`config.mk`:
```
export PLATFORM = sky130hd
export DESIGN_NAME = glyph_cell_rasterizer_flat
export DESIGN_NICKNAME = d
export VERILOG_FILES = /design/src/gcr_pkg.sv /design/src/gcr_if.sv /design/src/gcr_cell_seq.sv /design/src/gcr_rect_out.sv /design/src/glyph_cell_rasterizer.sv /design/src/flat_wrapper.sv
export SDC_FILE = /design/constraint.sdc
export NUM_CORES = 1
export LEC_CHECK = 0
export BUFFER_PORTS_ARGS = -buffer_cell sky130_fd_sc_hd__buf_2
export CORE_MARGIN = 8
export CORE_UTILIZATION = 35
export DETAILED_ROUTE_END_ITERATION = 16
export HOLD_SLACK_MARGIN = 0.1
export PLACE_DENSITY_LB_ADDON = 0.12
export SLEW_MARGIN = 15
export SYNTH_ARGS = -nofsm -noshare
export SYNTH_HDL_FRONTEND = slang
export SYNTH_SLANG_ARGS = --single-unit
```
`constraint.sdc`:
```
create_clock -name clk_i -period 9 [get_ports clk_i]
set_input_delay 0.9 -clock clk_i [delete_from_list [all_inputs] [get_ports clk_i]]
set_output_delay 0.9 -clock clk_i [all_outputs]
set_load 0.01 [all_outputs]
```
`src/gcr_pkg.sv`:
```
// Package for the glyph cell rasterizer: sizes, glyph ROM, cell struct.
// Used by every module of the block and by the channel interfaces.
`timescale 1ns / 1ps
`default_nettype none

package gcr_pkg;

  localparam int GlyphW     = 5;
  localparam int GlyphH     = 7;
  localparam int GlyphCells = GlyphW * GlyphH;
  localparam int GlyphCount = 59;

  localparam logic [7:0] FirstCode = 8'h20;  // space
  localparam logic [7:0] LastCode  = 8'h5A;  // 'Z'

  localparam int CoordW  = 10;   // input origin, screen size
  localparam int RectW   = 11;   // output position
  localparam int AccYW   = 12;   // row position before saturation
  localparam int ScaleW  = 8;
  localparam int ColourW = 16;
  localparam int CodeW   = 8;

  localparam logic [RectW-1:0] PosMax = '1;

  localparam int ColW = $clog2(GlyphW);
  localparam int RowW = $clog2(GlyphH);

  // configuration register indexes
  localparam int CfgIdxW = 2;
  typedef enum logic [CfgIdxW-1:0] {
    CfgScreenWidth  = 2'd0,
    CfgScreenHeight = 2'd1
  } cfg_idx_e;

  // rows top to bottom, MSB of each row is the leftmost column
  localparam logic [GlyphCells-1:0] GlyphRom [GlyphCount] = '{
    35'd0,                                                         // space
    {5'h04, 5'h04, 5'h04, 5'h04, 5'h04, 5'h00, 5'h04},             // !
    35'd0, 35'd0, 35'd0, 35'd0, 35'd0, 35'd0,
    35'd0, 35'd0, 35'd0, 35'd0, 35'd0,                             // " to ,
    {5'h00, 5'h00, 5'h00, 5'h1F, 5'h00, 5'h00, 5'h00},             // -
    {5'h00, 5'h00, 5'h00, 5'h00, 5'h00, 5'h00, 5'h04},             // .
    35'd0,                                                         // /
    {5'h0E, 5'h11, 5'h13, 5'h15, 5'h19, 5'h11, 5'h0E},             // 0
    {5'h04, 5'h0C, 5'h04, 5'h04, 5'h04, 5'h04, 5'h0E},             // 1
    {5'h0E, 5'h11, 5'h01, 5'h02, 5'h04, 5'h08, 5'h1F},             // 2
    {5'h1F, 5'h02, 5'h04, 5'h02, 5'h01, 5'h11, 5'h0E},             // 3
    {5'h02, 5'h06, 5'h0A, 5'h12, 5'h1F, 5'h02, 5'h02},             // 4
    {5'h1F, 5'h10, 5'h1E, 5'h01, 5'h01, 5'h11, 5'h0E},             // 5
    {5'h06, 5'h08, 5'h10, 5'h1E, 5'h11, 5'h11, 5'h0E},             // 6
    {5'h1F, 5'h01, 5'h02, 5'h04, 5'h08, 5'h08, 5'h08},             // 7
    {5'h0E, 5'h11, 5'h11, 5'h0E, 5'h11, 5'h11, 5'h0E},             // 8
    {5'h0E, 5'h11, 5'h11, 5'h0F, 5'h01, 5'h02, 5'h0C},             // 9
    {5'h00, 5'h04, 5'h00, 5'h00, 5'h00, 5'h04, 5'h00},             // :
    35'd0, 35'd0, 35'd0, 35'd0, 35'd0, 35'd0,                      // ; to @
    {5'h0E, 5'h11, 5'h11, 5'h1F, 5'h11, 5'h11, 5'h11},             // A
    {5'h1E, 5'h11, 5'h11, 5'h1E, 5'h11, 5'h11, 5'h1E},             // B
    {5'h0F, 5'h10, 5'h10, 5'h10, 5'h10, 5'h10, 5'h0F},             // C
    {5'h1E, 5'h11, 5'h11, 5'h11, 5'h11, 5'h11, 5'h1E},             // D
    {5'h1F, 5'h10, 5'h10, 5'h1E, 5'h10, 5'h10, 5'h1F},             // E
    {5'h1F, 5'h10, 5'h10, 5'h1E, 5'h10, 5'h10, 5'h10},             // F
    {5'h0F, 5'h10, 5'h10, 5'h17, 5'h11, 5'h11, 5'h0F},             // G
    {5'h11, 5'h11, 5'h11, 5'h1F, 5'h11, 5'h11, 5'h11},             // H
    {5'h0E, 5'h04, 5'h04, 5'h04, 5'h04, 5'h04, 5'h0E},             // I
    {5'h01, 5'h01, 5'h01, 5'h01, 5'h01, 5'h11, 5'h0E},             // J
    {5'h11, 5'h12, 5'h14, 5'h18, 5'h14, 5'h12, 5'h11},             // K
    {5'h10, 5'h10, 5'h10, 5'h10, 5'h10, 5'h10, 5'h1F},             // L
    {5'h11, 5'h1B, 5'h15, 5'h15, 5'h11, 5'h11, 5'h11},             // M
    {5'h11, 5'h19, 5'h15, 5'h15, 5'h13, 5'h11, 5'h11},             // N
    {5'h0E, 5'h11, 5'h11, 5'h11, 5'h11, 5'h11, 5'h0E},             // O
    {5'h1E, 5'h11, 5'h11, 5'h1E, 5'h10, 5'h10, 5'h10},             // P
    {5'h0E, 5'h11, 5'h11, 5'h11, 5'h15, 5'h12, 5'h0D},             // Q
    {5'h1E, 5'h11, 5'h11, 5'h1E, 5'h14, 5'h12, 5'h11},             // R
    {5'h0F, 5'h10, 5'h10, 5'h0E, 5'h01, 5'h01, 5'h1E},             // S
    {5'h1F, 5'h04, 5'h04, 5'h04, 5'h04, 5'h04, 5'h04},             // T
    {5'h11, 5'h11, 5'h11, 5'h11, 5'h11, 5'h11, 5'h0E},             // U
    {5'h11, 5'h11, 5'h11, 5'h11, 5'h11, 5'h0A, 5'h04},             // V
    {5'h11, 5'h11, 5'h11, 5'h15, 5'h15, 5'h15, 5'h0A},             // W
    {5'h11, 5'h11, 5'h0A, 5'h04, 5'h0A, 5'h11, 5'h11},             // X
    {5'h11, 5'h11, 5'h0A, 5'h04, 5'h04, 5'h04, 5'h04},             // Y
    {5'h1F, 5'h01, 5'h02, 5'h04, 5'h08, 5'h10, 5'h1F}              // Z
  };

  // out-of-range codes draw as space
  function automatic logic [GlyphCells-1:0] glyph_bits(input logic [CodeW-1:0] code);
    logic [CodeW-1:0] offs;
    offs = code - FirstCode;
    if (code < FirstCode || code > LastCode) begin
      return '0;
    end
    return GlyphRom[offs[$clog2(GlyphCount)-1:0]];
  endfunction

  // one glyph cell on its way from the sequencer to the clip stage
  typedef struct packed {
    logic [RectW-1:0]   x;
    logic [AccYW-1:0]   y;
    logic [ScaleW-1:0]  size;
    logic [ColourW-1:0] colour;
    logic               last;
  } gcr_cell_t;

endpackage

`default_nettype wire

```
`src/gcr_if.sv`:
```
// Request and rectangle channel interfaces (valid/ready plus payload).
// Depends on gcr_pkg for field widths.
`timescale 1ns / 1ps
`default_nettype none

interface gcr_req_if
  import gcr_pkg::*;
  ();
  logic                valid;
  logic                ready;
  logic [CoordW-1:0]   origin_x;
  logic [CoordW-1:0]   origin_y;
  logic [CodeW-1:0]    char_code;
  logic [ColourW-1:0]  fore_colour;
  logic [ColourW-1:0]  back_colour;
  logic [ScaleW-1:0]   scale_factor;

  modport source (output valid, origin_x, origin_y, char_code, fore_colour,
                  back_colour, scale_factor, input ready);
  modport sink   (input valid, origin_x, origin_y, char_code, fore_colour,
                  back_colour, scale_factor, output ready);
endinterface

interface gcr_rect_if
  import gcr_pkg::*;
  ();
  logic                valid;
  logic                ready;
  logic [RectW-1:0]    rect_x;
  logic [RectW-1:0]    rect_y;
  logic [ScaleW-1:0]   rect_w;
  logic [ScaleW-1:0]   rect_h;
  logic [ColourW-1:0]  rect_colour;
  logic                rect_valid;
  logic                last_cell;

  modport source (output valid, rect_x, rect_y, rect_w, rect_h, rect_colour,
                  rect_valid, last_cell, input ready);
  modport sink   (input valid, rect_x, rect_y, rect_w, rect_h, rect_colour,
                  rect_valid, last_cell, output ready);
endinterface

`default_nettype wire

```
`src/gcr_cell_seq.sv`:
```
// Request register and cell walker: holds one draw request and steps
// through its 35 glyph cells row by row. Depends on gcr_pkg, gcr_req_if.
`timescale 1ns / 1ps
`default_nettype none

module gcr_cell_seq
  import gcr_pkg::*;
(
  input  wire logic  clk_i,
  input  wire logic  rst_ni,
  gcr_req_if.sink    req,
  output gcr_cell_t  cell_o,
  output logic       cell_valid_o,
  input  wire logic  cell_ready_i
);

  logic                  busy_q, busy_d;
  logic [ColW-1:0]       col_q, col_d;
  logic [RowW-1:0]       row_q, row_d;
  logic [RectW-1:0]      x_q, x_d;
  logic [AccYW-1:0]      y_q, y_d;
  logic [CoordW-1:0]     ox_q, ox_d;
  logic [ScaleW-1:0]     scale_q, scale_d;
  logic [ColourW-1:0]    fg_q, fg_d;
  logic [ColourW-1:0]    bg_q, bg_d;
  logic [GlyphCells-1:0] glyph_q, glyph_d;

  logic last, advance, accept;

  always_comb begin
    last    = (row_q == RowW'(GlyphH - 1)) && (col_q == ColW'(GlyphW - 1));
    advance = busy_q && cell_ready_i;
    // the last cell leaving frees the register in the same cycle
    req.ready = !busy_q || (cell_ready_i && last);
    accept  = req.valid && req.ready;

    busy_d  = busy_q;
    col_d   = col_q;
    row_d   = row_q;
    x_d     = x_q;
    y_d     = y_q;
    ox_d    = ox_q;
    scale_d = scale_q;
    fg_d    = fg_q;
    bg_d    = bg_q;
    glyph_d = glyph_q;

    if (accept) begin
      busy_d  = 1'b1;
      col_d   = '0;
      row_d   = '0;
      x_d     = RectW'(req.origin_x);
      y_d     = AccYW'(req.origin_y);
      ox_d    = req.origin_x;
      scale_d = (req.scale_factor == '0) ? ScaleW'(1) : req.scale_factor;
      fg_d    = req.fore_colour;
      bg_d    = req.back_colour;
      glyph_d = glyph_bits(req.char_code);
    end else if (advance) begin
      glyph_d = {glyph_q[GlyphCells-2:0], 1'b0};
      if (last) begin
        busy_d = 1'b0;
      end else if (col_q == ColW'(GlyphW - 1)) begin
        col_d = '0;
        row_d = row_q + RowW'(1);
        x_d   = RectW'(ox_q);
        y_d   = y_q + AccYW'(scale_q);
      end else begin
        col_d = col_q + ColW'(1);
        x_d   = x_q + RectW'(scale_q);
      end
    end

    cell_valid_o  = busy_q;
    cell_o.x      = x_q;
    cell_o.y      = y_q;
    cell_o.size   = scale_q;
    cell_o.colour = glyph_q[GlyphCells-1] ? fg_q : bg_q;
    cell_o.last   = last;
  end

  always_ff @(posedge clk_i or negedge rst_ni) begin
    if (!rst_ni) begin
      busy_q <= 1'b0;
      col_q  <= '0;
      row_q  <= '0;
    end else begin
      busy_q <= busy_d;
      col_q  <= col_d;
      row_q  <= row_d;
    end
  end

  always_ff @(posedge clk_i) begin
    x_q     <= x_d;
    y_q     <= y_d;
    ox_q    <= ox_d;
    scale_q <= scale_d;
    fg_q    <= fg_d;
    bg_q    <= bg_d;
    glyph_q <= glyph_d;
  end

  a_accept_busy_only_on_last: assert property (
    @(posedge clk_i) disable iff (!rst_ni)
    (accept && busy_q) |-> (cell_ready_i && last))
    else $error("request taken while cells still pending");

  a_idle_after_last: assert property (
    @(posedge clk_i) disable iff (!rst_ni)
    (advance && last && !accept) |=> !busy_q)
    else $error("walker stayed busy after last cell");

  a_first_cell_origin: assert property (
    @(posedge clk_i) disable iff (!rst_ni)
    accept |=> (col_q == '0 && row_q == '0 && busy_q))
    else $error("new request did not start at first cell");

endmodule

`default_nettype wire

```
`src/gcr_rect_out.sv`:
```
// Clip stage and result register: clips one cell to the screen and holds
// the rectangle until taken. Depends on gcr_pkg, gcr_rect_if.
`timescale 1ns / 1ps
`default_nettype none

module gcr_rect_out
  import gcr_pkg::*;
(
  input  wire logic               clk_i,
  input  wire logic               rst_ni,
  input  wire gcr_cell_t          cell_i,
  input  wire logic               cell_valid_i,
  output logic                    cell_ready_o,
  input  wire logic [CoordW-1:0]  screen_width_i,
  input  wire logic [CoordW-1:0]  screen_height_i,
  gcr_rect_if.source              rect
);

  logic                out_valid_q;
  logic [RectW-1:0]    x_q, x_d;
  logic [RectW-1:0]    y_q, y_d;
  logic [ScaleW-1:0]   w_q, w_d;
  logic [ScaleW-1:0]   h_q, h_d;
  logic [ColourW-1:0]  colour_q;
  logic                on_q, on_d;
  logic                last_q;

  logic              load;
  logic [CoordW-1:0] room_x, room_y;

  always_comb begin
    cell_ready_o = !out_valid_q || rect.ready;
    load = cell_valid_i && cell_ready_o;

    on_d = (cell_i.x < RectW'(screen_width_i)) && (cell_i.y < AccYW'(screen_height_i));
    // pixels left to the screen edge; meaningful only when on screen
    room_x = screen_width_i - cell_i.x[CoordW-1:0];
    room_y = screen_height_i - cell_i.y[CoordW-1:0];

    w_d = '0;
    h_d = '0;
    if (on_d) begin
      w_d = (CoordW'(cell_i.size) > room_x) ? room_x[ScaleW-1:0] : cell_i.size;
      h_d = (CoordW'(cell_i.size) > room_y) ? room_y[ScaleW-1:0] : cell_i.size;
    end

    x_d = cell_i.x;
    y_d = (cell_i.y > AccYW'(PosMax)) ? PosMax : cell_i.y[RectW-1:0];
  end

  always_ff @(posedge clk_i or negedge rst_ni) begin
    if (!rst_ni) begin
      out_valid_q <= 1'b0;
    end else if (cell_ready_o) begin
      out_valid_q <= cell_valid_i;
    end
  end

  always_ff @(posedge clk_i) begin
    if (load) begin
      x_q      <= x_d;
      y_q      <= y_d;
      w_q      <= w_d;
      h_q      <= h_d;
      colour_q <= cell_i.colour;
      on_q     <= on_d;
      last_q   <= cell_i.last;
    end
  end

  assign rect.valid       = out_valid_q;
  assign rect.rect_x      = x_q;
  assign rect.rect_y      = y_q;
  assign rect.rect_w      = w_q;
  assign rect.rect_h      = h_q;
  assign rect.rect_colour = colour_q;
  assign rect.rect_valid  = on_q;
  assign rect.last_cell   = last_q;

  a_offscreen_empty: assert property (
    @(posedge clk_i) disable iff (!rst_ni)
    (rect.valid && !rect.rect_valid) |-> (rect.rect_w == '0 && rect.rect_h == '0))
    else $error("off-screen rectangle has nonzero size");

  a_onscreen_nonempty: assert property (
    @(posedge clk_i) disable iff (!rst_ni)
    (rect.valid && rect.rect_valid) |-> (rect.rect_w != '0 && rect.rect_h != '0))
    else $error("on-screen rectangle has zero size");

endmodule

`default_nettype wire

```
`src/glyph_cell_rasterizer.sv`:
```
// Top level of the 5x7 glyph cell rasterizer: screen size registers,
// cell walker and clip stage. Depends on gcr_pkg, gcr_if, gcr_cell_seq, gcr_rect_out.
//
//   channel   dir  payload                                         unit
//   req_i     in   origin_x/y, char_code, fore/back_colour, scale  draw request
//   rect_o    out  rect_x/y, rect_w/h, rect_colour, valid, last    one glyph cell
//   cfg_*     in   cfg_idx_i, cfg_wdata_i                          screen size
//
// Each request yields 35 rectangles, one per cycle when rect_o is not stalled;
// the walker is the limit. The first rectangle passes the walker registers
// and then the clip stage's result register before it appears on rect_o.
// The next request is taken in the cycle its predecessor's last cell moves on.
// Reset sets the screen to 320 x 240 and empties both stages.

`timescale 1ns / 1ps
`default_nettype none

module glyph_cell_rasterizer
  import gcr_pkg::*;
(
  input  wire logic                clk_i,
  input  wire logic                rst_ni,
  gcr_req_if.sink                  req_i,
  gcr_rect_if.source               rect_o,
  input  wire logic                cfg_we_i,
  input  wire logic [CfgIdxW-1:0]  cfg_idx_i,
  input  wire logic [CoordW-1:0]   cfg_wdata_i
);

  logic [CoordW-1:0] screen_width_q;
  logic [CoordW-1:0] screen_height_q;

  gcr_cell_t walk_cell;
  logic      cell_valid;
  logic      cell_ready;

  always_ff @(posedge clk_i or negedge rst_ni) begin
    if (!rst_ni) begin
      screen_width_q  <= CoordW'(320);
      screen_height_q <= CoordW'(240);
    end else if (cfg_we_i) begin
      unique case (cfg_idx_i)
        CfgScreenWidth:  screen_width_q  <= cfg_wdata_i;
        CfgScreenHeight: screen_height_q <= cfg_wdata_i;
        default: ;
      endcase
    end
  end

  gcr_cell_seq u_cell_seq (
    .clk_i        (clk_i),
    .rst_ni       (rst_ni),
    .req          (req_i),
    .cell_o       (walk_cell),
    .cell_valid_o (cell_valid),
    .cell_ready_i (cell_ready)
  );

  gcr_rect_out u_rect_out (
    .clk_i           (clk_i),
    .rst_ni          (rst_ni),
    .cell_i          (walk_cell),
    .cell_valid_i    (cell_valid),
    .cell_ready_o    (cell_ready),
    .screen_width_i  (screen_width_q),
    .screen_height_i (screen_height_q),
    .rect            (rect_o)
  );

endmodule

`default_nettype wire
```
`src/flat_wrapper.sv`:
```
// flat-port wrapper written by rule: the top's interface ports become plain ports
module glyph_cell_rasterizer_flat import gcr_pkg::*;
  (clk_i, rst_ni, cfg_we_i, cfg_idx_i, cfg_wdata_i, req_i_valid, req_i_origin_x, req_i_origin_y, req_i_char_code, req_i_fore_colour, req_i_back_colour, req_i_scale_factor, req_i_ready, rect_o_valid, rect_o_rect_x, rect_o_rect_y, rect_o_rect_w, rect_o_rect_h, rect_o_rect_colour, rect_o_rect_valid, rect_o_last_cell, rect_o_ready);
  gcr_req_if req_i_i ();
  gcr_rect_if rect_o_i ();
  input  wire logic clk_i;
  input  wire logic rst_ni;
  input  wire logic cfg_we_i;
  input  wire logic [CfgIdxW-1:0] cfg_idx_i;
  input  wire logic [CoordW-1:0] cfg_wdata_i;
  input wire logic [$bits(req_i_i.valid)-1:0] req_i_valid;
  input wire logic [$bits(req_i_i.origin_x)-1:0] req_i_origin_x;
  input wire logic [$bits(req_i_i.origin_y)-1:0] req_i_origin_y;
  input wire logic [$bits(req_i_i.char_code)-1:0] req_i_char_code;
  input wire logic [$bits(req_i_i.fore_colour)-1:0] req_i_fore_colour;
  input wire logic [$bits(req_i_i.back_colour)-1:0] req_i_back_colour;
  input wire logic [$bits(req_i_i.scale_factor)-1:0] req_i_scale_factor;
  output wire logic [$bits(req_i_i.ready)-1:0] req_i_ready;
  output wire logic [$bits(rect_o_i.valid)-1:0] rect_o_valid;
  output wire logic [$bits(rect_o_i.rect_x)-1:0] rect_o_rect_x;
  output wire logic [$bits(rect_o_i.rect_y)-1:0] rect_o_rect_y;
  output wire logic [$bits(rect_o_i.rect_w)-1:0] rect_o_rect_w;
  output wire logic [$bits(rect_o_i.rect_h)-1:0] rect_o_rect_h;
  output wire logic [$bits(rect_o_i.rect_colour)-1:0] rect_o_rect_colour;
  output wire logic [$bits(rect_o_i.rect_valid)-1:0] rect_o_rect_valid;
  output wire logic [$bits(rect_o_i.last_cell)-1:0] rect_o_last_cell;
  input wire logic [$bits(rect_o_i.ready)-1:0] rect_o_ready;
  assign req_i_i.valid = req_i_valid;
  assign req_i_i.origin_x = req_i_origin_x;
  assign req_i_i.origin_y = req_i_origin_y;
  assign req_i_i.char_code = req_i_char_code;
  assign req_i_i.fore_colour = req_i_fore_colour;
  assign req_i_i.back_colour = req_i_back_colour;
  assign req_i_i.scale_factor = req_i_scale_factor;
  assign req_i_ready = req_i_i.ready;
  assign rect_o_valid = rect_o_i.valid;
  assign rect_o_rect_x = rect_o_i.rect_x;
  assign rect_o_rect_y = rect_o_i.rect_y;
  assign rect_o_rect_w = rect_o_i.rect_w;
  assign rect_o_rect_h = rect_o_i.rect_h;
  assign rect_o_rect_colour = rect_o_i.rect_colour;
  assign rect_o_rect_valid = rect_o_i.rect_valid;
  assign rect_o_last_cell = rect_o_i.last_cell;
  assign rect_o_i.ready = rect_o_ready;
  glyph_cell_rasterizer u_core (.clk_i(clk_i), .rst_ni(rst_ni), .req_i(req_i_i), .rect_o(rect_o_i), .cfg_we_i(cfg_we_i), .cfg_idx_i(cfg_idx_i), .cfg_wdata_i(cfg_wdata_i));
endmodule
```
## After elaboration in Yosys (flattened, before gate mapping)

Memories as Yosys holds them, arrays and structs flattened.
Cells that the tools add are included.

- Bits in registers: 192
- Bits of input ports: 85
- Output and inout port bits: 58
- Logic and storage cells: 96
- Bits in read-only memories: 2240
- Memories kept: 1

Memory list:

| name | words | width | rd ports | clocked after Yosys merged registers in | write ports | line | RTL |
|---|---|---|---|---|---|---|---|
| (no name shown) | 64 | 35 | 1 | 0 | 0 | gcr_pkg.sv:91 | `return GlyphRom[offs[$clog2(GlyphCount)-1:0]];` |

- Equality and inequality tests: 4
- $lt $le $gt $ge: 8
- Bitwise gates (word level): 2
- Add/sub/neg operators: 7
- Reduce and logical (&&, ||, !) cells: 22
- Muxes and demuxes: 30

Operators with widths:

| kind | number |
|---|---|
| $mux 35 | 6 |
| $mux 10 | 7 |
| $mux 3 | 8 |
| $gt 8x10->1 | 2 |
| $sub 10x10->10 | 2 |
| $mux 16 | 1 |
| $mux 8 | 2 |
| $add 12x8->12 | 1 |
| $gt 12x11->1 const B | 1 |
| $lt 12x10->1 | 1 |
| $add 11x8->11 | 1 |
| $lt 11x10->1 | 1 |
| $mux 11 | 1 |
| $reduce_and 2->1 | 5 |
| $gt 8x7->1 const B | 1 |
| $logic_not 8->1 | 1 |
| $lt 8x6->1 const B | 1 |
| $ge 7x7->1 const B | 1 |
| $not 6->7 | 1 |
| $add 3x1->3 const B | 2 |
| $eq 3x3->1 const B | 2 |
| $reduce_and 3->1 | 2 |
| $reduce_bool 2->1 | 3 |
| $sub 6x6->6 const B | 1 |
| other kinds (8) | 19 |

## Depth between registers and ports, before layout

- Depth after elaboration: 8
- Mapped depth: 15
- Depth with buffers taken out: 14

## Modules after synthesis

A second synthesis with hierarchy kept.

- Cell total of the unflattened synthesis: 1079
- Area total of the unflattened synthesis: 11666.2 sq um

Modules (own cells, without submodules):

| module | times used | sequential area each (sq um) | area each (sq um) | cells an instance |
|---|---|---|---|---|
| gcr_cell_seq | 1 | 3388.2 | 6975.4 | 678 |
| gcr_rect_out | 1 | 1706.6 | 3877.5 | 357 |
| glyph_cell_rasterizer | 1 | 508.0 | 813.3 | 44 |

## Least setup slack after synthesis

Ideal clock, no wire load.

- Path type: input -> register
- Start: input port rect_o_ready
- End: register u_core.u_cell_seq.y_q[5] (data pin)
- Path buffers: 2
- Stages: 8
- Arrival time: 3.448 ns
- Slack: 5.220 ns
- Library setup time: 0.331 ns
- Required time: 8.669 ns
- Path through: nand2b_1 a21boi_1 inv_2 nand2_1 inv_2 clkbuf_1 clkbuf_1 o21ai_1

- Cells in the longest elaborated chain, start to end: 5

Ends and longest elaborated chain:

| item | line | RTL |
|---|---|---|
| from (decl) | flat_wrapper.sv:27 | `input wire logic [$bits(rect_o_i.ready)-1:0] rect_o_ready;` |
| $logic_or 1x1->1 | gcr_rect_out.sv:32 | `cell_ready_o = !out_valid_q \|\| rect.ready;` |
| $logic_and 1x1->1 | gcr_cell_seq.sv:34 | `req.ready = !busy_q \|\| (cell_ready_i && last);` |
| $logic_or 1x1->1 | gcr_cell_seq.sv:34 |  |
| via req_i_ready | flat_wrapper.sv:18 | `output wire logic [$bits(req_i_i.ready)-1:0] req_i_ready;` |
| $logic_and 1x1->1 | gcr_cell_seq.sv:35 | `accept = req.valid && req.ready;` |
| via u_core.u_cell_seq.accept | gcr_cell_seq.sv:28 | `logic last, advance, accept;` |
| $mux 10 | gcr_cell_seq.sv:48 | `if (accept) begin` |
| via u_core.u_cell_seq.y_d[5] | gcr_cell_seq.sv:21 | `logic [AccYW-1:0] y_q, y_d;` |
| to (signal assigned) | gcr_cell_seq.sv:96 | `y_q <= y_d;` |
| to (decl) | gcr_cell_seq.sv:21 |  |

The timed path passes the listed nets, and every way through them passes these cells.
A chain may end at the register's enable or synchronous reset.

## Worst setup path in the final report

- Start: register u_core.u_cell_seq.x_q[0]
- End: register u_core.u_rect_out.w_q[7] (netlist: u_core.u_rect_out.rect.rect_w[7]) (data pin)

- Cells in the longest elaborated chain, start to end: 3
- Elaborated cells on any way between the ends: 5
- Those cells by class: add/sub (1); order compare (2); mux (1); reduce/logical (1)

Ends and longest elaborated chain:

| item | line | RTL |
|---|---|---|
| from (decl) | gcr_cell_seq.sv:20 | `logic [RectW-1:0] x_q, x_d;` |
| from (signal assigned) | gcr_cell_seq.sv:95 | `x_q <= x_d;` |
| $sub 10x10->10 | gcr_rect_out.sv:37 | `room_x = screen_width_i - cell_i.x[CoordW-1:0];` |
| $gt 8x10->1 | gcr_rect_out.sv:43 | `w_d = (CoordW'(cell_i.size) > room_x) ? room_x[ScaleW-1:0] : cell_i.size;` |
| $mux 8 | gcr_rect_out.sv:43 |  |
| to (signal assigned) | gcr_rect_out.sv:63 | `w_q <= w_d;` |
| to (decl) | gcr_rect_out.sv:22 | `logic [ScaleW-1:0] w_q, w_d;` |

Several ways; a longest one is shown, not always the timed one.

==> summary.txt <==
Crit Path Category: flop to flop
Vias in the first global route: 8,638
Antenna Violating Nets Remaining: 0
Final Setup Violations: 0
Layout Utilization: 40.80%
CTS tree: done
Non-Filler Instances: 1,650
Yosys reg bits: 192
Final Wtd Congestion: 0.8960
Clock Skew: 0.01110 ns
Crit. End Element: flop
Core area: 0.03237 sq mm
Most common cell after layout, fill and taps aside: edfxtp_1
CTS H-tree lvls: 4
Register Area: 0.005603 sq mm
RSZ-0062 raised after global routing: no
Avg WL per Cell: 19.87 um
Router iterations before antenna repair: 5
Worst hold slack: 0.5086 ns
First-pass GRT wire length: 50,800 um
Synth Warn #: 0
Slew headroom: 38.93%
Clock transition at path regs: 0.07 ns
Hold crit path type: input pin to asynchronous set/reset pin
Detailed placer's ending HPWL: 23,760 um
Final Hold Viols: 0
Max-slew violations: 0
Synthesized cell area: 0.01144 sq mm
Synth unique cells: 75
CP startpoint kind: flop
DRT iter0 DRCs: 631
Crit-path max FO: 8
Sink Count: 192
Cts hold-fix bufs: 0
Final net count: 1,369
Antenna violations before repair: 0
GRT Total Usage: 16.87%
Mean post-synth cell area: 10.53 sq um
Slew @ Worst Pin: 0.9160 ns
Commonest cells after routing, fill and taps aside: 161 x edfxtp_1, 142 x buf_2, 93 x nand2_1
Port bufs: 142
Post-CTS Setup Inserts: 0
# fillers: 3,221
Period utilization: 41.10%
Worst Path Required: 9.16 ns
Largest net degree at the start of global routing: 70
# rows: 66
# resized after CTS: 0
Final Critical Period: 3.699 ns
Share of layout cells above drive strength 1: 21.11%
F_max: 270.3 MHz
Cts bufs inserted: 17
Max Root-Sink Buffers: 2
ANT cells: 0
Sequential fraction of the synthesis area: 48.99%
Clk Latency, worst-skew pair: 0.44 ns
Max-cap check violation count: 0
Power Dens Cells: 248.3 mW/mm^2
Initial core utilization: 35.33%
Data arrival, critical path: 3.86 ns
Area of the multi-input gates: 0.005330 sq mm
Remaining global-route overflow: 0
DRC viols: 0
Layout area overhead: 15.50%
DR vias: 8,639
Asr flop ratio synth: 14.58%
Die area: 0.03871 sq mm
Root Driver: clkbuf_16
Status: complete, no violations
EDFF count, synth: 161
Static leakage: 5.327 nW
Worst-case vdd ir drop: 0.1631 mV
Drt total wl: 32,780 um
Mapped Cells: 1,086
IO Pins: 143
Dpl cells: 1,618
Chip height: 196.8 um
Main synth FF type: edfxtp_1
Reg2reg setup slack: 5.30 ns
Via-per-instance ratio: 5.236
Die Wd: 196.8 um
Setup_tns: 0 ns
Synthesized Nets: 1,260
[through the flow]
stage	power (mW)	setup slack [ns]	instance area, sq um
floorplan	2.123	5.220	11440
global placement	2.439	5.391	12550
detailed placement	2.453	5.325	12550
CTS	3.320	5.286	13210
global route	3.508	4.985	13210
finish	3.280	5.301	13210
[metal layers]
| metal | wire [um] | vias to the layer above | global-route usage (%) |
|---|---|---|---|
| met5 | 0 | - | 0 |
| met4 | 618 | 0 | 5.238 |
| met3 | 1631 | 35 | 3.411 |
| met2 | 14980 | 214 | 26.59 |
| met1 | 15540 | 4206 | 23.04 |
| li1 | - | 4184 | - |
[critical path: stages, from the launching register on]
cell and delay [ns]:
edfxtp_1 0.43, ha_1 0.24, inv_1 0.07, fa_1 0.42
a211oi_1 0.33, o21bai_1 0.13, a21oi_1 0.18, xor2_1 0.23
ha_1 0.28, nand4_1 0.09, o221ai_1 0.17, nor4_4 0.65
mux2i_1 0.19
[state kept, by name (all words and copies together), names as in the netlist, 3 cells and up]
register	flops
u_core.u_rect_out.rect.rect_colour	16
u_core.u_cell_seq.ox_q	10
u_core.screen_height_q	10
u_core.u_cell_seq.row_q	3
u_core.u_rect_out.rect.rect_w	8
u_core.u_cell_seq.fg_q	16
u_core.u_cell_seq.y_q	12
u_core.u_rect_out.rect.rect_h	8
u_core.screen_width_q	10
u_core.u_cell_seq.bg_q	16
u_core.u_rect_out.rect.rect_x	11
u_core.u_rect_out.rect.rect_y	11
u_core.u_cell_seq.scale_q	8
u_core.u_cell_seq.glyph_q	35
u_core.u_cell_seq.col_q	3
u_core.u_cell_seq.x_q	11
[synthesized netlist by cell type (all sizes together) (14+ instances only)]
cell    instances  share of area (%)
edfxtp        161                 42
nand2          94                3.1
ha             85                9.3
o21ai          83                3.6
a21oi          71                3.1
inv            71                2.3
nor2           66                2.2
clkbuf         53                1.7
mux2           27                2.7
nand2b         27                1.5
mux2i          25                2.2
dfrtp          22                4.8
nor3           21               0.92
nor2b          18                1.1
a22o           17                1.3
a31oi          17               0.93
a21o           15               0.98
or2            14               0.77
xnor2          14                1.1
[cell families (layout without fill, tap and decap cells)]
logic type,Yosys count,count (layout),synth area share [%]
DFF,192,192,48.99
AOI/OAI and AO/OA,300,300,16.81
adders and majority gates,89,89,10.00
muxes,53,53,5.077
and+or+nand+nor,291,291,12.49
buffers and inverters,135,257,4.639
xor gates and xnor gates,26,26,1.991
[final timing paths]
path	startpoint	end	cells after the start
setup / recovery	u_core.u_cell_seq.x_q[0]	u_core.u_rect_out.rect.rect_w[7]	12
hold / removal	rst_ni	u_core.u_cell_seq.col_q[0]	1
setup reg to reg	u_core.u_cell_seq.x_q[0]	u_core.u_rect_out.rect.rect_w[7]	12
hold reg to reg	u_core.screen_height_q[9]	u_core.screen_height_q[9]	1
max in group asynchronous	rst_ni	u_core.screen_width_q[0]	1
min in group clk_i	u_core.screen_height_q[9]	u_core.screen_height_q[9]	1
[power breakdown]
group	internal, mW	leakage (nW)	total, mW	switching [mW]
Clock	0.497	0.311	0.851	0.354
Combinational	0.509	3.13	1.18	0.668
Sequential	1.15	1.89	1.25	0.103
Total	2.16	5.33	3.28	1.12
[final cells by class]
type                    instances  share of cell area (%)
flip-flops and latches        192                   42.42
multi-input cells             759                   40.35
clock buffers                  17                   3.221
inverters                      71                   2.018
well taps                     442                   4.187
clock inverters                15                   1.743
repair buffers                154                   6.062
Power figures use the tool's default switching activity.
